<file path="src/rtl/adtiu_sqrt.sv">
// Pipelined square root of (1 - c^2) for a Q1.16 cosine, result in Q30.
module adtiu_sqrt (
  input  logic               clk,
  input  logic               en,
  input  logic signed [17:0] cos_in,
  output logic [31:0]        root
);

  typedef struct packed {
    logic [33:0] rem;
    logic [31:0] root;
  } sq_t;

  logic signed [35:0] sq;
  logic [32:0]        m;
  logic [63:0]        v_r [0:3];
  sq_t                st_r [1:4];

  function automatic sq_t sq_steps(input sq_t s, input logic [15:0] bits);
    logic [35:0] r;
    logic [35:0] t;
    sq_t         o;
    o = s;
    for (int i = 7; i >= 0; i--) begin
      r = {o.rem, bits[2*i +: 2]};
      t = {2'b00, o.root, 2'b01};
      if (r >= t) begin
        o.rem  = 34'(r - t);
        o.root = {o.root[30:0], 1'b1};
      end else begin
        o.rem  = r[33:0];
        o.root = {o.root[30:0], 1'b0};
      end
    end
    return o;
  endfunction

  assign sq = cos_in * cos_in;
  assign m  = 33'(36'h1_0000_0000 - $unsigned(sq));

  always_ff @(posedge clk) begin
    if (en) begin
      v_r[0]  <= {3'b000, m, 28'd0};
      st_r[1] <= sq_steps('0, v_r[0][63:48]);
      for (int k = 1; k < 4; k++) begin
        v_r[k]    <= {v_r[k-1][47:0], 16'd0};
        st_r[k+1] <= sq_steps(st_r[k], v_r[k][63:48]);
      end
    end
  end

  assign root = st_r[4].root;

endmodule

</file>
<file path="config.mk">
export PLATFORM = sky130hd
export DESIGN_NAME = adtiu_sqrt
export DESIGN_NICKNAME = d
export VERILOG_FILES = /design/src/rtl/adtiu_sqrt.sv
export SDC_FILE = /design/constraint.sdc
export NUM_CORES = 2
export LEC_CHECK = 0
export BUFFER_PORTS_ARGS = -buffer_cell sky130_fd_sc_hd__buf_4
export CORE_ASPECT_RATIO = 0.75
export CORE_MARGIN = 5
export CORE_UTILIZATION = 40
export DETAILED_ROUTE_END_ITERATION = 8
export PLACE_DENSITY = 0.62
export SETUP_SLACK_MARGIN = 0.4
export SLEW_MARGIN = 40
export SYNTH_ARGS = -nofsm -noshare
export SYNTH_HDL_FRONTEND = slang
export SYNTH_SLANG_ARGS = --single-unit
</file>
<file path="constraint.sdc">
create_clock -name clk -period 27.8 [get_ports clk]
set_clock_uncertainty 0.05 [all_clocks]
set_input_delay 0 -clock clk [delete_from_list [all_inputs] [get_ports clk]]
set_output_delay 0 -clock clk [all_outputs]
set_load 0.02 [all_outputs]
</file>
==> impl_metrics.ini <==
[sta]
setup_viol = 0
slew_headroom_pct = 42.5
period_share_pct = 92.7
drv_slew = 0
worst_pin_slew_ns = 0.855
rsz0062_at_grt = yes
finalCriticalPeriod_ns = 25.76
fmax_ghz = 0.0388
hold_viol = 0

[worst_hold_path]
holdPathEnd = v_r[0][44]
hp-class = in2reg
whs_path_depth = 4
worstHoldStart = cos_in[17]

[layout]
final_cells = 9498
nFillCells = 14100
utilization_pct = 44.9
final_nets = 8523
drive_gt1_share_pct = 10.8
fin_area_um2 = 63000
synthToLayoutAreaGrowth_pct = 11.7
multi_input_area_um2 = 46300
regArea_um2 = 6940

[synthesis]
ys.flop_type = edfxtp_1
synth_cells = 7313
yosysMostFrequentCell = nand2_1
async_flop_share_pct = 0
netlist-cell-type-count = 125
synth_edf_count = 231
synth_seq_cells = 231
synth.area.top_cells = ha_1 14%, edfxtp_1 12%, fa_1 10%, xnor2_1 6.5%, a21oi_1 5.5%
avgSynthCellArea_um2 = 7.71
yosysWarningCount = 0
synth-seq-area-share_pct = 12.3
syn_area_um2 = 56400
synth_common_cells = 722 x nand2_1, 642 x inv_1, 618 x ha_1, 617 x a21oi_1, 542 x nor2_1
synthesis.nets = 8238
yosys.area.top_type = ha_1
synth_top_cell_area_share_pct = 13.7

[cts]
cts_made_buffers = 31
ctsLongestPathBuffers = 3
clkTransAtPathRegs_ns = 0.08
clock_latency_ns = 0.63
tritoncts = built
htree_levels = 1
cts_sinks = 231
cts-root-buf = clkbuf_16

[floorplan]
die_w_um = 444
row_count = 119
dieArea_um2 = 149000
coreArea_um2 = 140000
start_util_pct = 40.2
ios = 52
die_h_um = 335

[critical_path]
path_class = reg2reg
cpMostUsedCell = a21oi_2
critPathSlowestCell = or3_1
r2r_slack_ns = 2.04
r2r-start = st_r[0][231]
cp.required_ns = 28.13
cp_max_fo = 24
worstPathArrival_ns = 26.09
timing.rr.end = st_r[0][297]
slowest_delay_ns = 0.46
cp-end-kind = flip-flop
start_kind = flip-flop
r2r_cells = 157

[run_status]
outcome = completed

[route]
antenna_left = 0
wirelength_um = 189000
drtIter0Drc = 5343
dr_total_vias = 55500
vias_per_cell = 5.85
drcViolationCount = 0
firstDrtPassIters = 6
avgRoutedWirePerCell_um = 19.9

[global_route]
grt_pass1_wl_um = 294000
grt_max_degree = 77
grt_pass1_vias = 51800
grt-ovfl-total = 0
antenna_found_initial = 3
grt_usage_pct = 24.2

[placed_design]
hpwl_um = 156000
place.gp.congestion = 0.965
port_buffers = 50
place_inst = 9384
place_area_um2 = 61100

[flow_run]
maxCapViolations = 0
-- critical path: cells and delay by family, from the launching register on --
kind / cells / cell delay [ns]
AO/OA/AOI/OAI: 91 / 13.57
AND/OR/NAND/NOR: 43 / 6.49
adder cells (fa/ha/maj): 9 / 2.74
buffers and inverters: 11 / 1.46
multiplexers: 2 / 0.54
flip-flops: 1 / 0.44
XOR/XNOR: 1 / 0.13
-- cell families (layout without fill, tap and decap cells) --
kind of cell,Yosys count,count (layout),synth area share [%]
and+or+nand+nor,2422,2422,21.4
adders and majority gates,905,905,23.9
muxes,78,78,1.49
buffers and inverters,890,1199,6.27
AOI/OAI and AO/OA,2163,2163,24.9
DFF,231,231,12.3
xor gates and xnor gates,623,623,9.71
other,1,2,0.00665
-- timing repair --
action | in CTS | in global routing
setup endpoints to repair | 1 | 71
pin swaps | 3 | 43
cloned | 2 | 2
gates resized for setup | 15 | 128
hold buffers | 3 | 0
hold endpoints to repair | 33 | 0
setup buffers | 6 | 43
-- stage by stage --
| stage | hold slack (ns) | setup WS (ns) | setup TNS [ns] |
|---|---|---|---|
| 2_1_floorplan | 0.0489 | 0.389 | 0 |
| 3_3_place_gp | 0.353 | -0.0481 | -0.0481 |
| 3_5_place_dp | 0.355 | -0.390 | -0.390 |
| 4_1_cts | 0.102 | 0.414 | 0 |
| 5_1_grt | 0.147 | 0.163 | 0 |
| 6_report | 0.150 | 2.04 | 0 |
-- placed cells by master (no fill, tap or decap), drive strengths merged, types with 83 or more instances in the layout --
master  netlist  final
a21o        231    231
a21oi       617    617
a31oi        86     86
buf          98    484
edfxtp      231    231
fa          287    287
ha          618    618
inv         647    652
nand2       724    724
nand2b       97     97
nand3       190    190
nand4        96     96
nor2        542    542
nor2b        86     86
nor3        205    205
o21a        103    103
o21ai       468    468
o21bai      120    120
o31ai        83     83
xnor2       421    421
xor2        202    202
-- final cells by class --
type | count | share of cell area [%]
Multi-Input combinational cell | 6192 | 73.6
Antenna cell | 1 | 0.00397
Sequential cell | 231 | 11.0
Clock buffer | 34 | 1.25
Inverter | 652 | 3.91
Tap cell | 1875 | 3.73
Timing Repair Buffer | 490 | 6.17
Clock inverter | 23 | 0.324
-- registers in the layout, indices dropped and copies added, names as in the netlist --
register,flops
st_r,177
v_r,54
-- worst max path at each step --
stage,startpoint,to,slack (ns),cells past startpoint
global route,st_r[0][231],st_r[0][297],0.16,163
detailed placement,st_r[0][231],st_r[0][297],-0.39,162
CTS,st_r[0][231],st_r[0][297],0.41,162
finish,st_r[0][231],st_r[0][297],2.04,157
floorplan,st_r[0][231],st_r[0][297],0.39,172
global placement,st_r[0][231],st_r[0][297],-0.05,162
-- layer usage --
metal  global-route usage [%]  vias to the layer above  part of all wire [%]
met3                     4.25                      179                   8.2
met4                     3.70                        0                   1.7
met2                     35.6                     1942                    41
li1                         -                    26900                     -
met5                        0                        -                     0
met1                     37.3                    26500                    50
Power is not shown: default switching activity piles up to over one toggle a cycle in this logic, so the estimate is an artifact.
